--- config.mk ---
export PLATFORM = sky130hd
export DESIGN_NAME = hex_pair_sum_stream_core
export DESIGN_NICKNAME = d
export VERILOG_FILES = /design/src/design/hpss_pkg.sv /design/src/design/hex_pair_sum_stream_core.sv /design/src/design/hpss_fmt.sv
export SDC_FILE = /design/constraint.sdc
export NUM_CORES = 1
export LEC_CHECK = 0
export CAP_MARGIN = 20
export CORE_MARGIN = 8
export CORE_UTILIZATION = 62
export DETAILED_ROUTE_END_ITERATION = 10
export DONT_BUFFER_PORTS = 1
export GPL_TIMING_DRIVEN = 0
export PLACE_DENSITY = 0.75
export SLEW_MARGIN = 20
export SYNTH_ARGS = -nofsm -noshare
export SYNTH_HDL_FRONTEND = slang
export SYNTH_SLANG_ARGS = --single-unit
--- constraint.sdc ---
create_clock -name i_clk -period 6.6 [get_ports i_clk]
set_input_delay 0.66 -clock i_clk [delete_from_list [all_inputs] [get_ports i_clk]]
set_output_delay 0.66 -clock i_clk [all_outputs]
set_load 0.02 [all_outputs]
--- src/design/hpss_pkg.sv ---
// hpss_pkg: shared types and constants for the hex pair sum stream core
// no dependencies; imported by hpss_fmt, hex_pair_sum_stream_core, hpss_checker and the testbench
package hpss_pkg;

    localparam int TOK_W   = 64;
    localparam int DIG_W   = 4;
    localparam int NUM_DIG = TOK_W / DIG_W;
    localparam int CNT_W   = $clog2(NUM_DIG);

    localparam logic [7:0] CH_NL     = 8'h0A;
    localparam logic [7:0] CH_ZERO   = 8'h30;
    localparam logic [7:0] CH_NINE   = 8'h39;
    localparam logic [7:0] SEP_MAX   = 8'h20;
    localparam logic [3:0] HEX_ADJ   = 4'd9;
    localparam logic [7:0] DEC_RADIX = 8'd10;

    localparam logic [7:0] HEX_CHARS [NUM_DIG] = '{
        8'h30, 8'h31, 8'h32, 8'h33, 8'h34, 8'h35, 8'h36, 8'h37,
        8'h38, 8'h39, 8'h61, 8'h62, 8'h63, 8'h64, 8'h65, 8'h66
    };

    // parse position within the text stream
    typedef enum logic [2:0] {
        PH_SKIP_COUNT = 3'd0,
        PH_COUNT      = 3'd1,
        PH_SKIP_A     = 3'd2,
        PH_A          = 3'd3,
        PH_SKIP_B     = 3'd4,
        PH_B          = 3'd5,
        PH_DONE       = 3'd6
    } t_phase;

    // sequencer for the nibble-serial datapath
    typedef enum logic [2:0] {
        SEQ_IDLE,
        SEQ_MUL,
        SEQ_ADD,
        SEQ_EMIT,
        SEQ_NL
    } t_seq;

    // one character request to the output stage
    typedef struct packed {
        logic             load;
        logic             nl;
        logic [DIG_W-1:0] nib;
    } t_char_req;

endpackage

--- src/design/hex_pair_sum_stream_core.sv ---
// hex_pair_sum_stream_core: ascii pair-count / hex pair parser that prints each sum in hex
// depends on hpss_pkg and hpss_fmt
//
// Takes one text byte per transfer. Separators and hex digits are taken one per cycle while
// o_in_stall is low. A digit of the leading decimal count stalls the input while the
// multiply by ten runs over the 64-bit token one nibble per cycle. When the second token of
// a pair ends, the sum and the pair-count decrement run nibble-serially, then the core walks
// the 16 sum nibbles from the top (leading zeros are not printed) and sends the newline, so
// a pair end holds the input until the newline is loaded into the output register. A
// one-character output register keeps the output side apart from the parser. No clearing pass after reset.
module hex_pair_sum_stream_core (
    input  logic       i_clk,
    input  logic       i_rst_n,
    input  logic       i_in_valid,
    output logic       o_in_stall,
    input  logic [7:0] i_in_byte,
    input  logic       i_end_of_input,
    output logic       o_out_valid,
    input  logic       i_out_stall,
    output logic [7:0] o_out_byte,
    output logic       o_last
);
    import hpss_pkg::*;

    localparam logic [CNT_W-1:0] CNT_LAST = CNT_W'(NUM_DIG - 1);

    t_seq             r_state, n_state;
    t_phase           r_phase, n_phase;
    logic [CNT_W-1:0] r_cnt, n_cnt;
    logic [TOK_W-1:0] r_tok, n_tok;
    logic [TOK_W-1:0] r_first, n_first;
    logic [TOK_W-1:0] r_pairs, n_pairs;
    logic [7:0]       r_diff, n_diff;
    logic [3:0]       r_carry, n_carry;
    logic             r_borrow, n_borrow;
    logic             r_nz, n_nz;
    logic             r_eoi, n_eoi;
    logic             r_started, n_started;

    t_char_req        req;
    logic             fmt_free;

    logic             in_fire;
    logic             sep;
    logic             skip;
    logic             done;
    t_phase           p_eff;
    logic [TOK_W-1:0] tok_eff;
    logic [3:0]       hex_nib;
    logic             go_add;
    logic             go_mul;

    logic [3:0]       add_nib;
    logic [7:0]       prod;
    logic [4:0]       sum5;
    logic [3:0]       dec_nib;
    logic [3:0]       top_nib;
    logic             show;
    logic             advance;

    assign o_in_stall = (r_state != SEQ_IDLE);
    assign in_fire    = i_in_valid && (r_state == SEQ_IDLE);
    assign sep        = (i_in_byte <= SEP_MAX) || i_in_byte[7];

    always_comb begin
        skip  = 1'b0;
        done  = 1'b0;
        p_eff = r_phase;
        case (r_phase)
            PH_SKIP_COUNT: begin
                skip  = 1'b1;
                p_eff = sep ? PH_SKIP_COUNT : PH_COUNT;
            end
            PH_SKIP_A: begin
                skip  = 1'b1;
                p_eff = sep ? PH_SKIP_A : PH_A;
            end
            PH_SKIP_B: begin
                skip  = 1'b1;
                p_eff = sep ? PH_SKIP_B : PH_B;
            end
            PH_COUNT, PH_A, PH_B: begin
                p_eff = r_phase;
            end
            default: begin
                done = 1'b1;
            end
        endcase
    end

    assign tok_eff = skip ? '0 : r_tok;
    assign hex_nib = (i_in_byte <= CH_NINE) ? i_in_byte[3:0] : (i_in_byte[3:0] + HEX_ADJ);

    // end of stream inside a second operand still closes the pair
    assign go_add = !done && ((sep && r_phase == PH_B) ||
                              (!sep && i_end_of_input && p_eff == PH_B));
    assign go_mul = !done && !sep && !i_end_of_input && p_eff == PH_COUNT;

    // nibble-serial datapath pieces
    always_comb begin
        case (r_cnt)
            CNT_W'(0): add_nib = r_diff[3:0];
            CNT_W'(1): add_nib = r_diff[7:4];
            default:   add_nib = {4{r_diff[7]}};
        endcase
    end

    assign prod    = ({4'b0, r_tok[3:0]} * DEC_RADIX) + {4'b0, add_nib} + {4'b0, r_carry};
    assign sum5    = {1'b0, r_first[3:0]} + {1'b0, r_tok[3:0]} + {4'b0, r_carry[0]};
    assign dec_nib = r_pairs[3:0] - {3'b0, r_borrow};
    assign top_nib = r_first[TOK_W-1 -: DIG_W];
    assign show    = r_started || (top_nib != 4'd0) || (r_cnt == CNT_LAST);
    assign advance = show ? fmt_free : 1'b1;

    // next state
    always_comb begin
        n_state = r_state;
        case (r_state)
            SEQ_IDLE: begin
                if (in_fire && go_add) begin
                    n_state = SEQ_ADD;
                end else if (in_fire && go_mul) begin
                    n_state = SEQ_MUL;
                end
            end
            SEQ_MUL: begin
                if (r_cnt == CNT_LAST) n_state = SEQ_IDLE;
            end
            SEQ_ADD: begin
                if (r_cnt == CNT_LAST) n_state = SEQ_EMIT;
            end
            SEQ_EMIT: begin
                if (advance && r_cnt == CNT_LAST) n_state = SEQ_NL;
            end
            SEQ_NL: begin
                if (fmt_free) n_state = SEQ_IDLE;
            end
            default: begin
                n_state = SEQ_IDLE;
            end
        endcase
    end

    // character requests to the output stage
    always_comb begin
        req = '0;
        case (r_state)
            SEQ_EMIT: begin
                req.load = show && fmt_free;
                req.nib  = top_nib;
            end
            SEQ_NL: begin
                req.load = fmt_free;
                req.nl   = 1'b1;
            end
            default: begin
                req = '0;
            end
        endcase
    end

    // datapath next values
    always_comb begin
        n_phase   = r_phase;
        n_cnt     = r_cnt;
        n_tok     = r_tok;
        n_first   = r_first;
        n_pairs   = r_pairs;
        n_diff    = r_diff;
        n_carry   = r_carry;
        n_borrow  = r_borrow;
        n_nz      = r_nz;
        n_eoi     = r_eoi;
        n_started = r_started;
        case (r_state)
            SEQ_IDLE: begin
                if (in_fire) begin
                    n_eoi     = i_end_of_input;
                    n_cnt     = '0;
                    n_carry   = '0;
                    n_borrow  = 1'b1;
                    n_nz      = 1'b0;
                    n_started = 1'b0;
                    if (!done && sep) begin
                        case (r_phase)
                            PH_COUNT: begin
                                n_pairs = r_tok;
                                n_phase = (r_tok == '0) ? PH_DONE : PH_SKIP_A;
                            end
                            PH_A: begin
                                n_first = r_tok;
                                n_phase = PH_SKIP_B;
                            end
                            default: begin
                                n_phase = r_phase;
                            end
                        endcase
                    end else if (!done) begin
                        n_phase = p_eff;
                        if (p_eff == PH_COUNT) begin
                            n_tok  = tok_eff;
                            n_diff = i_in_byte - CH_ZERO;
                        end else begin
                            n_tok = {tok_eff[TOK_W-DIG_W-1:0], hex_nib};
                        end
                    end
                    // stream end returns to the start unless a sum is still to be printed
                    if (i_end_of_input && !go_add) n_phase = PH_SKIP_COUNT;
                end
            end
            SEQ_MUL: begin
                n_tok   = {prod[3:0], r_tok[TOK_W-1:DIG_W]};
                n_carry = prod[7:4];
                n_cnt   = r_cnt + CNT_W'(1);
            end
            SEQ_ADD: begin
                n_first  = {sum5[3:0], r_first[TOK_W-1:DIG_W]};
                n_tok    = {r_tok[DIG_W-1:0], r_tok[TOK_W-1:DIG_W]};
                n_carry  = {3'b0, sum5[4]};
                n_pairs  = {dec_nib, r_pairs[TOK_W-1:DIG_W]};
                n_borrow = r_borrow && (r_pairs[3:0] == 4'd0);
                n_nz     = r_nz || (dec_nib != 4'd0);
                n_cnt    = r_cnt + CNT_W'(1);
                if (r_cnt == CNT_LAST) begin
                    if (r_eoi) begin
                        n_phase = PH_SKIP_COUNT;
                    end else begin
                        n_phase = (r_nz || (dec_nib != 4'd0)) ? PH_SKIP_A : PH_DONE;
                    end
                end
            end
            SEQ_EMIT: begin
                if (advance) begin
                    n_first   = {r_first[TOK_W-DIG_W-1:0], {DIG_W{1'b0}}};
                    n_cnt     = r_cnt + CNT_W'(1);
                    n_started = r_started || show;
                end
            end
            default: begin
                n_cnt = r_cnt;
            end
        endcase
    end

    always_ff @(posedge i_clk) begin
        if (!i_rst_n) begin
            r_state <= SEQ_IDLE;
            r_phase <= PH_SKIP_COUNT;
            r_cnt   <= '0;
        end else begin
            r_state <= n_state;
            r_phase <= n_phase;
            r_cnt   <= n_cnt;
        end
    end

    always_ff @(posedge i_clk) begin
        r_tok     <= n_tok;
        r_first   <= n_first;
        r_pairs   <= n_pairs;
        r_diff    <= n_diff;
        r_carry   <= n_carry;
        r_borrow  <= n_borrow;
        r_nz      <= n_nz;
        r_eoi     <= n_eoi;
        r_started <= n_started;
    end

    hpss_fmt u_fmt (
        .i_clk       (i_clk),
        .i_rst_n     (i_rst_n),
        .i_req       (req),
        .o_free      (fmt_free),
        .o_out_valid (o_out_valid),
        .i_out_stall (i_out_stall),
        .o_out_byte  (o_out_byte),
        .o_last      (o_last)
    );

endmodule

--- src/design/hpss_fmt.sv ---
// hpss_fmt: output register that turns nibble / newline requests into ascii characters
// depends on hpss_pkg (t_char_req, HEX_CHARS, CH_NL)
module hpss_fmt (
    input  logic                i_clk,
    input  logic                i_rst_n,
    input  hpss_pkg::t_char_req i_req,
    output logic                o_free,
    output logic                o_out_valid,
    input  logic                i_out_stall,
    output logic [7:0]          o_out_byte,
    output logic                o_last
);
    import hpss_pkg::*;

    logic       r_valid;
    logic [7:0] r_byte;
    logic       r_last;

    // slot can take a new character when empty or when the held one transfers now
    assign o_free = !r_valid || !i_out_stall;

    always_ff @(posedge i_clk) begin
        if (!i_rst_n) begin
            r_valid <= 1'b0;
        end else if (i_req.load) begin
            r_valid <= 1'b1;
        end else if (!i_out_stall) begin
            r_valid <= 1'b0;
        end
    end

    always_ff @(posedge i_clk) begin
        if (i_req.load) begin
            r_byte <= i_req.nl ? CH_NL : HEX_CHARS[i_req.nib];
            r_last <= i_req.nl;
        end
    end

    assign o_out_valid = r_valid;
    assign o_out_byte  = r_byte;
    assign o_last      = r_last;

endmodule

# --- After elaboration in Yosys (flattened, before gate mapping) ---
# Memory sizes are Yosys's and may differ from the RTL's. A register that Yosys moved wholly into a read port is not among the register bits.
# Cells that the tools add are included.
op_classes:
  n_bitwise: 2
  add_sub_neg: 8
  mux: 55
  magnitude_cmp: 2
  mul: 1
  n_reduce_logical: 55
  eq_ne: 29
ops:
  columns: ["op", "count"]
  rows:
  - ["$mux 64", 12]
  - ["$pmux 64 s3", 2]
  - ["$pmux 64 s2", 1]
  - ["$logic_not 64->1", 1]
  - ["$mux 3", 14]
  - ["$reduce_and 5->1", 5]
  - ["$pmux 4 s3", 2]
  - ["$add 8x4->8", 2]
  - ["$le 8x6->1 const B", 2]
  - ["$mux 4", 4]
  - ["$ne 2x2->1 const B", 8]
  - ["$logic_and 1x1->1", 15]
  - ["$pmux 3 s5", 1]
  - ["$eq 3x2->1 const B", 4]
  - ["$eq 3x3->1 const B", 4]
  - ["$pmux 3 s2", 2]
  - ["$reduce_bool 3->1", 4]
  - ["$mux 1", 11]
  - ["$eq 3x1->1 const B", 3]
  - ["$pmux 3 s3", 1]
  - ["$logic_not 4->1", 2]
  - ["$ne 2x1->1 const B", 4]
  - ["$pmux 1 s2", 4]
  - ["$pmux 4 s2", 1]
  - ["26 further kinds", 43]
word_totals:
  rom_bits: 128
  inputBits: 13
  word_cells: 168
  reg_bits: 220
  n_memories: 1
  output_inout_bits: 11
mem_list:
  columns: ["name", "words", "width", "read_ports", "rd_clocked_by_memory_dff", "write_ports", "line_no", "text"]
  rows:
  - ["(name not given)", 16, 8, 1, 1, 0, "hpss_fmt.sv:34", "r_byte <= i_req.nl ? CH_NL : HEX_CHARS[i_req.nib];"]

# --- Longest topological paths before layout ---
# Gate-level depths: netlist (run 1).
depth:
  word_depth: 13
  depth_mapped: 14
  mapped_depth_nobuf: 14

# --- By module ---
# Synthesis (run 1) repeated with hierarchy kept, for this count alone.
unflattened:
  hier_cells: 1131
  area_unflattened_um2: 11826.3
modules_own_cells:
  columns: ["module", "n_inst", "area_per_inst_um2", "cells_each"]
  rows:
  - ["hex_pair_sum_stream_core", 1, 11421.0, 1097]
  - ["hpss_fmt", 1, 405.4, 34]

# --- Worst setup path before layout (run 1) ---
# Ideal clock, no wire load.
synth_timing:
  path_kind: "input -> register"
  from: "input port i_in_byte[0]"
  to: "register r_pairs[0], enable pin"
  cell_stages: 7
  setup_time_ns: 0.507
  slack_ns: 1.433
  required_ns: 6.093
  t_arrival_ns: 4.659
  path_cell_list: "inv_1 ha_1 nor4b_2 a211o_2 buf_4 a21oi_1 a21oi_1"
synth_between:
  elab_chain_cells: 5
synth_rtl:
  columns: ["item", "line_no", "text"]
  rows:
  - ["from (decl)", "hex_pair_sum_stream_core.sv:16", "input logic [7:0] i_in_byte,"]
  - ["$le 8x6->1", "hex_pair_sum_stream_core.sv:63", "assign sep = (i_in_byte <= SEP_MAX) || i_in_byte[7];"]
  - ["$logic_or 1x1->1", "hex_pair_sum_stream_core.sv:63", null]
  - ["$logic_and 1x1->1", "hex_pair_sum_stream_core.sv:184", "if (!done && sep) begin"]
  - ["$ne 2x1->1 (no line)", null, null]
  - ["$reduce_and 4->1 (no line)", null, null]
  - ["to (signal assigned)", "hex_pair_sum_stream_core.sv:260", "r_pairs <= n_pairs;"]
  - ["to (decl)", "hex_pair_sum_stream_core.sv:32", "logic [TOK_W-1:0] r_pairs, n_pairs;"]
# No other way between the ends.
# A chain may end at the register's enable or synchronous reset.

# --- Worst setup path in the final report (run 1) ---
layout_timing:
  from: "register r_cnt[0]"
  to: "register r_carry[3], data pin"
layout_between:
  elab_chain_cells: 5
layout_rtl:
  columns: ["item", "line_no", "text"]
  rows:
  - ["from (decl)", "hex_pair_sum_stream_core.sv:29", "logic [CNT_W-1:0] r_cnt, n_cnt;"]
  - ["from (signal assigned)", "hex_pair_sum_stream_core.sv:253", "r_cnt <= n_cnt;"]
  - ["$eq 4x1->1 or $logic_not 4->1 (tied branches)", "hex_pair_sum_stream_core.sv:101", "case (r_cnt)"]
  - ["$pmux 4 s2 *", "hex_pair_sum_stream_core.sv:101", null]
  - ["$add 8x4->8 * (2 in series)", "hex_pair_sum_stream_core.sv:108", "assign prod = ({4'b0, r_tok[3:0]} * DEC_RADIX) + {4'b0, add_nib} + {4'b0, r_carry};"]
  - ["$pmux 4 s3 *", "hex_pair_sum_stream_core.sv:175", "case (r_state)"]
  - ["net n_carry[3]", "hex_pair_sum_stream_core.sv:34", "logic [3:0] r_carry, n_carry;"]
  - ["to (signal assigned)", "hex_pair_sum_stream_core.sv:262", "r_carry <= n_carry;"]
  - ["to (decl)", "hex_pair_sum_stream_core.sv:34", null]
# Mark *: on every way through the listed nets, which the timed path passes. The rest lies on a longest branch.

==> results.ini, run 1 <==
[outcome]
status=finished, final reports clean

[worst_setup_path]
critical_path_required_ns=6.96
path_max_fanout=6
worstSetupEndpointType=flip-flop
critPathKind=reg -> reg
cp-start-kind=flip-flop
timing.rr.start=r_cnt[0]
arrival_ns=4.29
startpoint=r_cnt[0]

[global_routing]
globalRouteOverflowTotal=0
antenna_found_initial=0
grt_max_degree=25
track_usage_pct=27.5
grt_pass1_wl_mm=50.8
first_global_vias=8940

[power]
power_switching_uw=971
p_leak_uw=0.00478
pwr_density_cell_nw_per_um2=276
vdd_drop_max_v=0.000211
combPwrFrac_pct=13.2
switching_share_pct=26.8
finalPower_uw=3630
internal_power_uw=2660
seq_power_share_pct=50.1
p_clk_share_pct=36.7

[cts]
postCtsSetupBuffers=0
clockRootBuffer=clkbuf_16
clk_latency_ns=0.52
hold_buffers=0
htreeDepth=1
clk_path_buf_depth=3
cts.sinks=227
numCtsBuffers=24
cts.clk_slew.worst_paths_ns=0.06
cts_resized=0
cts_tree=yes

[routing]
num_vias=9318
drt_drc_violations_left=0
routed_wl_mm=33.1
first_pass_iters=5
via_per_inst=6.51
postRouteAntennaNets=0
dr.first_iter.drc_count=1092
drt-wirelength-per-cell_um=23.1

[yosys]
ys_async_sr_fraction_pct=0
synth_enable_flop_cells=216
synth_nets=1194
ys_top_cells_by_area=edfxtp_1, nand2_1, o21ai_0
syn_area_um2=11900
yosysTopAreaCell=edfxtp_1
ys_top_cells_by_count=nand2_1, edfxtp_1, o21ai_0, a22oi_1, mux2i_1
yosys_warnings=0
ys_seq_area_share_pct=56.4
synth_top_area_share_pct=54.6
synth_cells=1150
synth.avg_cell_area_um2=10.3
ys_types=63
synth-main-ff-cell=edfxtp_1
synth-seq-cells=227
yosys.cell_count.top_type=nand2_1

[hold_path]
hold_start=i_end_of_input
min_path_type=in -> reg

[timing]
clock_skew_ns=0.00945
slew_viol_final=0
post-route-min-period_ns=3.92
finalCritPeriodShare_pct=59.4
rsz0062_at_grt=no
hold_violations=0
worst_pin_slew_ns=0.810
setup_viol=0
max_slew_margin_pct=45.9
max_freq_ghz=0.255

[floorplanning]
core_area_um2=18800
die_y_um=154
io_pins=24
rows=50
start_util_pct=63.3
dieArea_um2=23900
die_x_um=154

[final_layout]
area_delta_synth_final_pct=10.5
fin_util_pct=70.0
instances_no_fill=1431
nNetsFinal=1226
fin_area_um2=13100
final_layout_size_suffix_gt1_share_pct=6.77
fill_cells=1383
diodes=0

[placed_design]
placed_area_um2=12400
place_inst=1390
globalplace.congestion=0.959
numPortBuffers=0
dpl.hpwl_mm=22.9

[run]
cap_violations=0

==> cells by family after synthesis <==
kind of cell | Yosys count | synth area share [%]
AOI/OAI and AO/OA | 271 | 14.2
xor gates and xnor gates | 17 | 1.25
adders and majority gates | 31 | 3.70
buffers and inverters | 118 | 4.26
DFF | 227 | 56.4
muxes | 60 | 5.05
other | 1 | 0.0315
and+or+nand+nor | 425 | 15.1
==> flip-flops by register name, summed over array words and instances, names as in the netlist, 3 cells and up <==
name              flops
r_first              64
r_pairs              64
r_tok                64
r_diff                8
u_fmt.o_out_byte      7
r_carry               4
r_cnt                 4
r_phase               3
r_state               3
==> layer usage <==
layer  vias up  track usage (%)  wire [um]
met3        97             6.49       3980
met1      4456             38.2      13500
met2       564             41.8      14500
met5         -                0          0
met4         0             9.15       1110
li1       4201                -          -
==> area by class of cell <==
type | instances | area [um2] | share of cell area (%)
Clock inverter | 10 | 93.8 | 0.714
Tap cell | 234 | 293 | 2.23
Clock buffer | 31 | 668 | 5.09
Sequential cell | 227 | 6710 | 51.1
Multi-Input combinational cell | 805 | 4710 | 35.9
Buffer | 78 | 357 | 2.71
Timing Repair Buffer | 6 | 158 | 1.20
Inverter | 40 | 150 | 1.14
==> worst max-delay path, stage by stage, from the launching register on <==
cell and delay, ns:
dfxtp_1 0.36, inv_1 0.08, ha_1 0.14, nor3b_1 0.67, a221oi_1 0.24, fa_1 0.53
inv_1 0.04, ha_1 0.22, fa_1 0.41, a21o_1 0.18, a21oi_1 0.22, nor2_1 0.09
or3b_2 0.47, a21oi_1 0.13
==> stage by stage <==
step / worst slack [ns] / setup TNS [ns] / hold slack [ns]
floorplan: 1.43 / 0 / 0.475
global placement: -0.161 / -9.91 / 0.488
detailed placement: 2.69 / 0 / 0.492
CTS: 2.68 / 0 / 0.221
global route: 2.31 / 0 / 0.221
finish: 2.68 / 0 / 0.231
==> power by group through the flow <==
stage	Clock, uW	Combinational [uW]	Sequential, uW
after global routing	1380	535	1820
after floorplan	0	345	1780
after CTS	1340	475	1810
after global placement	0	435	1840
final	1330	480	1820
after detailed placement	0	471	1840
==> cells in the final DEF, fill, tap and decap left out, types with 6 or more instances in the layout <==
master	synthesis	layout
xor2_1	6	6
fa_1	7	7
a21oi_1	28	27
buf_2	15	15
edfxtp_1	216	216
dfxtp_1	11	11
clkbuf_16	0	25
nor3_1	6	6
inv_1	39	39
nor4_1	14	14
nand2_1	329	329
clkbuf_1	52	56
ha_1	24	24
xnor2_1	11	11
nor2_1	33	31
o21ai_0	141	141
a22oi_1	62	62
mux2i_1	60	60
==> path summary, 6_finish.rpt <==
path | cells after the start | slack, ns | end
worst max register to register | 13 | 2.68 | r_carry[3]
worst min register to register | 2 | 0.50 | r_pairs[15]
worst max-delay path | 13 | 2.68 | r_carry[3]
worst min-delay path | 0 | 0.23 | r_eoi
(Power assumes the default switching activity.)
==> inputs of run 2 (changes only) <==
--- a/config.mk
+++ b/config.mk
@@ -5,6 +5,7 @@
 export SDC_FILE = /design/constraint.sdc
 export NUM_CORES = 1
 export LEC_CHECK = 0
+export ABC_AREA = 1
 export CAP_MARGIN = 20
 export CORE_MARGIN = 8
 export CORE_UTILIZATION = 62
==> constraint.sdc (replaced) <==
create_clock -name i_clk -period 3.9 [get_ports i_clk]
set_input_delay 0.39 -clock i_clk [delete_from_list [all_inputs] [get_ports i_clk]]
set_output_delay 0.39 -clock i_clk [all_outputs]
set_load 0.02 [all_outputs]
==> results.ini, run 2 <==
[outcome]
status=finished, final reports clean

[cts]
clk_path_buf_depth=3
cts_tree=yes
cts.clk_slew.worst_paths_ns=0.06
hold_buffers=6
clk_latency_ns=0.53
numCtsBuffers=25
postCtsSetupBuffers=0
cts.sinks=227
cts_resized=0
htreeDepth=1
clockRootBuffer=clkbuf_16

[final_layout]
final_common_cell=nand2_1
fin_util_pct=69.9
final_layout_size_suffix_gt1_share_pct=9.38
area_delta_synth_final_pct=11.7
top_regs=r_first: 64 flops, r_pairs: 64 flops, r_tok: 64 flops
layout_common_cells=nand2_1, edfxtp_1, nor2_1
fill_cells=1523
nNetsFinal=1359

[yosys]
yosys_warnings=0
ys_top_cells_by_area=edfxtp_1, nand2_1, nor2_1
yosys.cell_count.top_type=nand2_1
synth_nets=1318
yosysTopAreaCell=edfxtp_1
ys_async_sr_fraction_pct=0
ys_top_cells_by_count=nand2_1, edfxtp_1, nor2_1, inv_1, o21ai_0
synth_enable_flop_cells=216
syn_area_um2=12100
synth-seq-cells=227
ys_types=42
ys_seq_area_share_pct=55.5
synth_cells=1274
synth.avg_cell_area_um2=9.49
synth_top_area_share_pct=53.6
synth-main-ff-cell=edfxtp_1

[global_routing]
antenna_found_initial=0
grt_pass1_wl_mm=56.0
globalRouteOverflowTotal=0
grt_max_degree=30
track_usage_pct=30.3
first_global_vias=9866

[timing]
rsz0062_at_grt=no
hold_violations=0
holdWs_ns=0.00475
post-route-min-period_ns=3.44
slew_viol_final=0
setup_viol=0
max_freq_ghz=0.291
worst_pin_slew_ns=0.905
setup_slack_ns=0.459
max_slew_margin_pct=39.1
clock_skew_ns=0.00826
finalCritPeriodShare_pct=88.2

[floorplanning]
io_pins=24
rows=51
dieArea_um2=24200
die_y_um=156
start_util_pct=62.6
die_x_um=156
core_area_um2=19300

[hold_path]
min_path_type=in -> reg
hold_start=i_rst_n
whs_endpoint=r_state[0]
hold_path_depth=2

[worst_setup_path]
timing.rr.start=r_cnt[3]
arrival_ns=3.72
worstSetupEndpointType=flip-flop
critical_path_required_ns=4.18
r2r_end=r_tok[63]
cp-start-kind=flip-flop
worst-r2r-setup-slack_ns=0.46
critPathKind=reg -> reg
r2r_cells=14
path_max_fanout=5

[routing]
drt_drc_violations_left=0
drt-wirelength-per-cell_um=23.0
routed_wl_mm=36.8
first_pass_iters=6
num_vias=10178
postRouteAntennaNets=0
dr.first_iter.drc_count=1453
via_per_inst=6.37

[run]
cap_violations=0

[placed_design]
place_ws_ns=0.507
numPortBuffers=0
dpl.hpwl_mm=25.8
globalplace.congestion=0.961

run 2: cell types whose count changed after synthesis, moves of 13 or more:
| cell | change |
|---|---|
| o22ai_2 | +19 |
| clkbuf_1 | -20 |
| o211ai_1 | +23 |
| mux2i_1 | -60 |
| nand2_1 | -104 |
| a22oi_1 | -62 |
| nand3_1 | +35 |
| nor4_1 | -13 |
| inv_1 | +113 |
| o22ai_1 | +43 |
| nor2_1 | +147 |
| o221ai_1 | +39 |
run 2: layout make-up:
class / count / area [um2] / area share, %
multi-input cells: 820 / 4480 / 33.1
clock buffers: 34 / 679 / 5.03
repair buffers: 14 / 216 / 1.60
inverters: 159 / 597 / 4.42
plain buffers: 68 / 348 / 2.57
diodes: 1 / 2.50 / 0.0185
flip-flops and latches: 227 / 6710 / 49.6
clock inverters: 11 / 158 / 1.17
well taps: 265 / 332 / 2.45
run 2: worst max-delay path by stage:
stage,start,endpoint,depth (start not counted)
final,r_cnt[3],r_tok[63],14
after global routing,r_cnt[2],r_carry[3],18
after detailed placement,r_cnt[2],r_tok[63],14
after global placement,r_state[1],r_pairs[30],7
after CTS,r_cnt[2],r_tok[63],14
after floorplan,i_in_byte[1],r_pairs[0],8
run 2: per-stage QoR:
step | TNS, ns | std cells | instance area (um2)
6_report | 0 | 1599 | 13500
5_1_grt | 0 | 1598 | 13500
4_1_cts | 0 | 1598 | 13500
3_5_place_dp | 0 | 1547 | 12600
3_3_place_gp | -57.16 | 1539 | 12400
2_1_floorplan | 0 | 1274 | 12100
run 2: layer usage:
layer / track usage (%) / routed length [um] / share of wire [%]
met1: 38.3 / 13600 / 37
met2: 47.7 / 16900 / 46
met3: 6.98 / 4330 / 12
met4: 16.5 / 1980 / 5.4
met5: 0 / 0 / 0
run 2: worst max-delay path: stages (launching register included):
cell and delay, ns:
dfxtp_1 0.34, nor2_1 0.31, nand2_1 0.20, inv_1 0.17, nor2_1 0.08, inv_1 0.09
or2_2 0.13, nand2_1 0.06, fa_1 0.48, inv_1 0.05, ha_1 0.22, fa_1 0.38
or2_2 0.30, a32oi_1 0.29, nand2_1 0.09
run 2: kinds of logic (layout without fill, tap and decap cells):
family          Yosys count  count (layout)  synth area share (%)
compound gates          304             304                  16.2
xor+xnor                 11              11                 0.797
fa+ha+maj                31              31                  3.64
buf+inv                 227             286                  7.81
flops                   227             227                  55.5
other cells               1               2                0.0310
simple gates            473             473                  16.1
Power of run 2 is left out: the tool's default activity adds up to more than one toggle a clock period on the data nets, which glitch-free logic cannot reach.
==> inputs of run 3 (changes only) <==
--- a/config.mk
+++ b/config.mk
@@ -5,7 +5,6 @@
 export SDC_FILE = /design/constraint.sdc
 export NUM_CORES = 1
 export LEC_CHECK = 0
-export ABC_AREA = 1
 export CAP_MARGIN = 20
 export CORE_MARGIN = 8
 export CORE_UTILIZATION = 62
==> results.ini, run 3 (synthesized netlist as in run 1, its figures left out) <==
[global_routing]
antenna_found_initial=0
first_global_vias=8754
globalRouteOverflowTotal=0
grt_max_degree=28
grt_pass1_wl_mm=50.4
track_usage_pct=27.1

[final_layout]
final_common_cell=nand2_1
instances_no_fill=1431
nNetsFinal=1231
diodes=0
top_regs=r_first: 64 flops, r_pairs: 64 flops, r_tok: 64 flops
final_layout_size_suffix_gt1_share_pct=6.68
area_delta_synth_final_pct=10.3
fill_cells=1408
layout_common_cells=nand2_1, edfxtp_1, o21ai_0
fin_util_pct=69.9

[routing]
routed_wl_mm=32.7
dr.first_iter.drc_count=1103
first_pass_iters=5
drt-wirelength-per-cell_um=22.9
via_per_inst=6.47
postRouteAntennaNets=0
drt_drc_violations_left=0
num_vias=9262

[power]
internal_power_uw=4350
finalPower_uw=5960
switching_share_pct=27.0
p_clk_share_pct=34.7
combPwrFrac_pct=13.8
p_leak_uw=0.00477
pwr_density_cell_nw_per_um2=454
vdd_drop_max_v=0.000328
power_switching_uw=1610
seq_power_share_pct=51.6

[timing]
post-route-min-period_ns=3.68
setup_viol=0
hold_violations=0
setup_slack_ns=0.223
slew_viol_final=0
max_slew_margin_pct=43.1
clock_skew_ns=0.00987
finalCritPeriodShare_pct=94.3
tns_ns=0
worst_pin_slew_ns=0.854
max_freq_ghz=0.272
rsz0062_at_grt=no

[placed_design]
numPortBuffers=0
place_ws_ns=0.0358
dpl.hpwl_mm=22.7
globalplace.congestion=0.933
place_inst=1390

[cts]
cts.clk_slew.worst_paths_ns=0.06
clockRootBuffer=clkbuf_16
cts.sinks=227
numCtsBuffers=24
postCtsSetupBuffers=0
clk_latency_ns=0.52
cts_tree=yes
htreeDepth=1
clk_path_buf_depth=3

[floorplanning]
die_x_um=154
rows=50
start_util_pct=63.3
dieArea_um2=23900
core_area_um2=18800
die_y_um=154
io_pins=24

[worst_setup_path]
path_max_fanout=6
worstSetupEndpointType=flip-flop
timing.rr.start=r_cnt[0]
r2r_cells=14
worst-r2r-setup-slack_ns=0.22
max_stage_delay_ns=0.51
worstSetupPathDepth=14
critPathTopFamily=adder cells
crit_chain=inv_1, ha_1, nor3b_2, nor3b_2, a221oi_1, fa_1, inv_1, ha_1, fa_1, a21o_1, a21oi_1, nor2_1, or3b_2, a21oi_1
critPathSlowestCell=fa_1
critPathKind=reg -> reg
arrival_ns=4.04
r2r_end=r_carry[3]
cp-start-kind=flip-flop
critical_path_required_ns=4.27
crit_buf_inv=2

[hold_path]
hold_start=i_rst_n
hold_path_depth=1
whs_endpoint=u_fmt.o_out_valid
min_path_type=in -> reg

[run]
cap_violations=0

[outcome]
status=finished, final reports clean

run 3: changes by cell type in the layout (fill, tap and decap cells not counted), moves of 39 or more:
cell,previous run,this run
a22oi_1,0,62
o221ai_1,39,0
o22ai_1,44,1
nand2_1,225,329
nor2_1,178,31
inv_1,152,39
mux2i_1,0,60
run 3: metal layers:
layer | up-vias | wire [um] | global-route usage (%)
li1 | 4200 | - | -
met1 | 4358 | 13200 | 38.4
met2 | 621 | 14700 | 42.0
met3 | 83 | 3920 | 4.99
met4 | 0 | 950 | 7.70
met5 | - | 0 | 0
run 3: layout make-up:
type | count | area (um2) | area share (%)
clock inverters | 2 | 10.0 | 0.0763
flip-flops and latches | 227 | 6710 | 51.1
clock buffers | 34 | 669 | 5.10
multi-input cells | 805 | 4720 | 36.0
plain buffers | 78 | 357 | 2.72
inverters | 40 | 150 | 1.14
well taps | 234 | 293 | 2.23
repair buffers | 11 | 208 | 1.58
run 3: per-stage QoR:
stage / area (um2) / hold slack, ns
final: 13100 / 0.0277
after floorplan: 11900 / 0.475
after CTS: 13100 / 0.0201
after detailed placement: 12400 / 0.489
after global placement: 12200 / 0.487
after global routing: 13100 / 0.0290
run 3: power groups by stage:
stage	clock (uW)	combinational (uW)	sequential, uW
floorplan	0	585	3000
global placement	0	740	3110
detailed placement	0	795	3100
CTS	2080	808	3050
global route	2160	909	3070
finish	2070	821	3070
run 3: how the worst max path moves through the flow:
stage	startpoint	to	slack, ns
5_1_grt	r_cnt[0]	r_carry[3]	0.01
3_3_place_gp	r_state[2]	r_pairs[32]	-0.87
3_5_place_dp	r_cnt[0]	r_carry[3]	0.04
4_1_cts	r_cnt[0]	r_carry[3]	0.02
2_1_floorplan	i_in_byte[0]	r_tok[0]	0.38
6_report	r_cnt[0]	r_carry[3]	0.22
run 3: repair_timing:
| action | in CTS | in global routing |
|---|---|---|
| gates resized for setup | 0 | 3 |
| endpoints found under the hold margin | 5 | 0 |
| setup endpoints to repair | 0 | 4 |
| hold buffers | 5 | 0 |
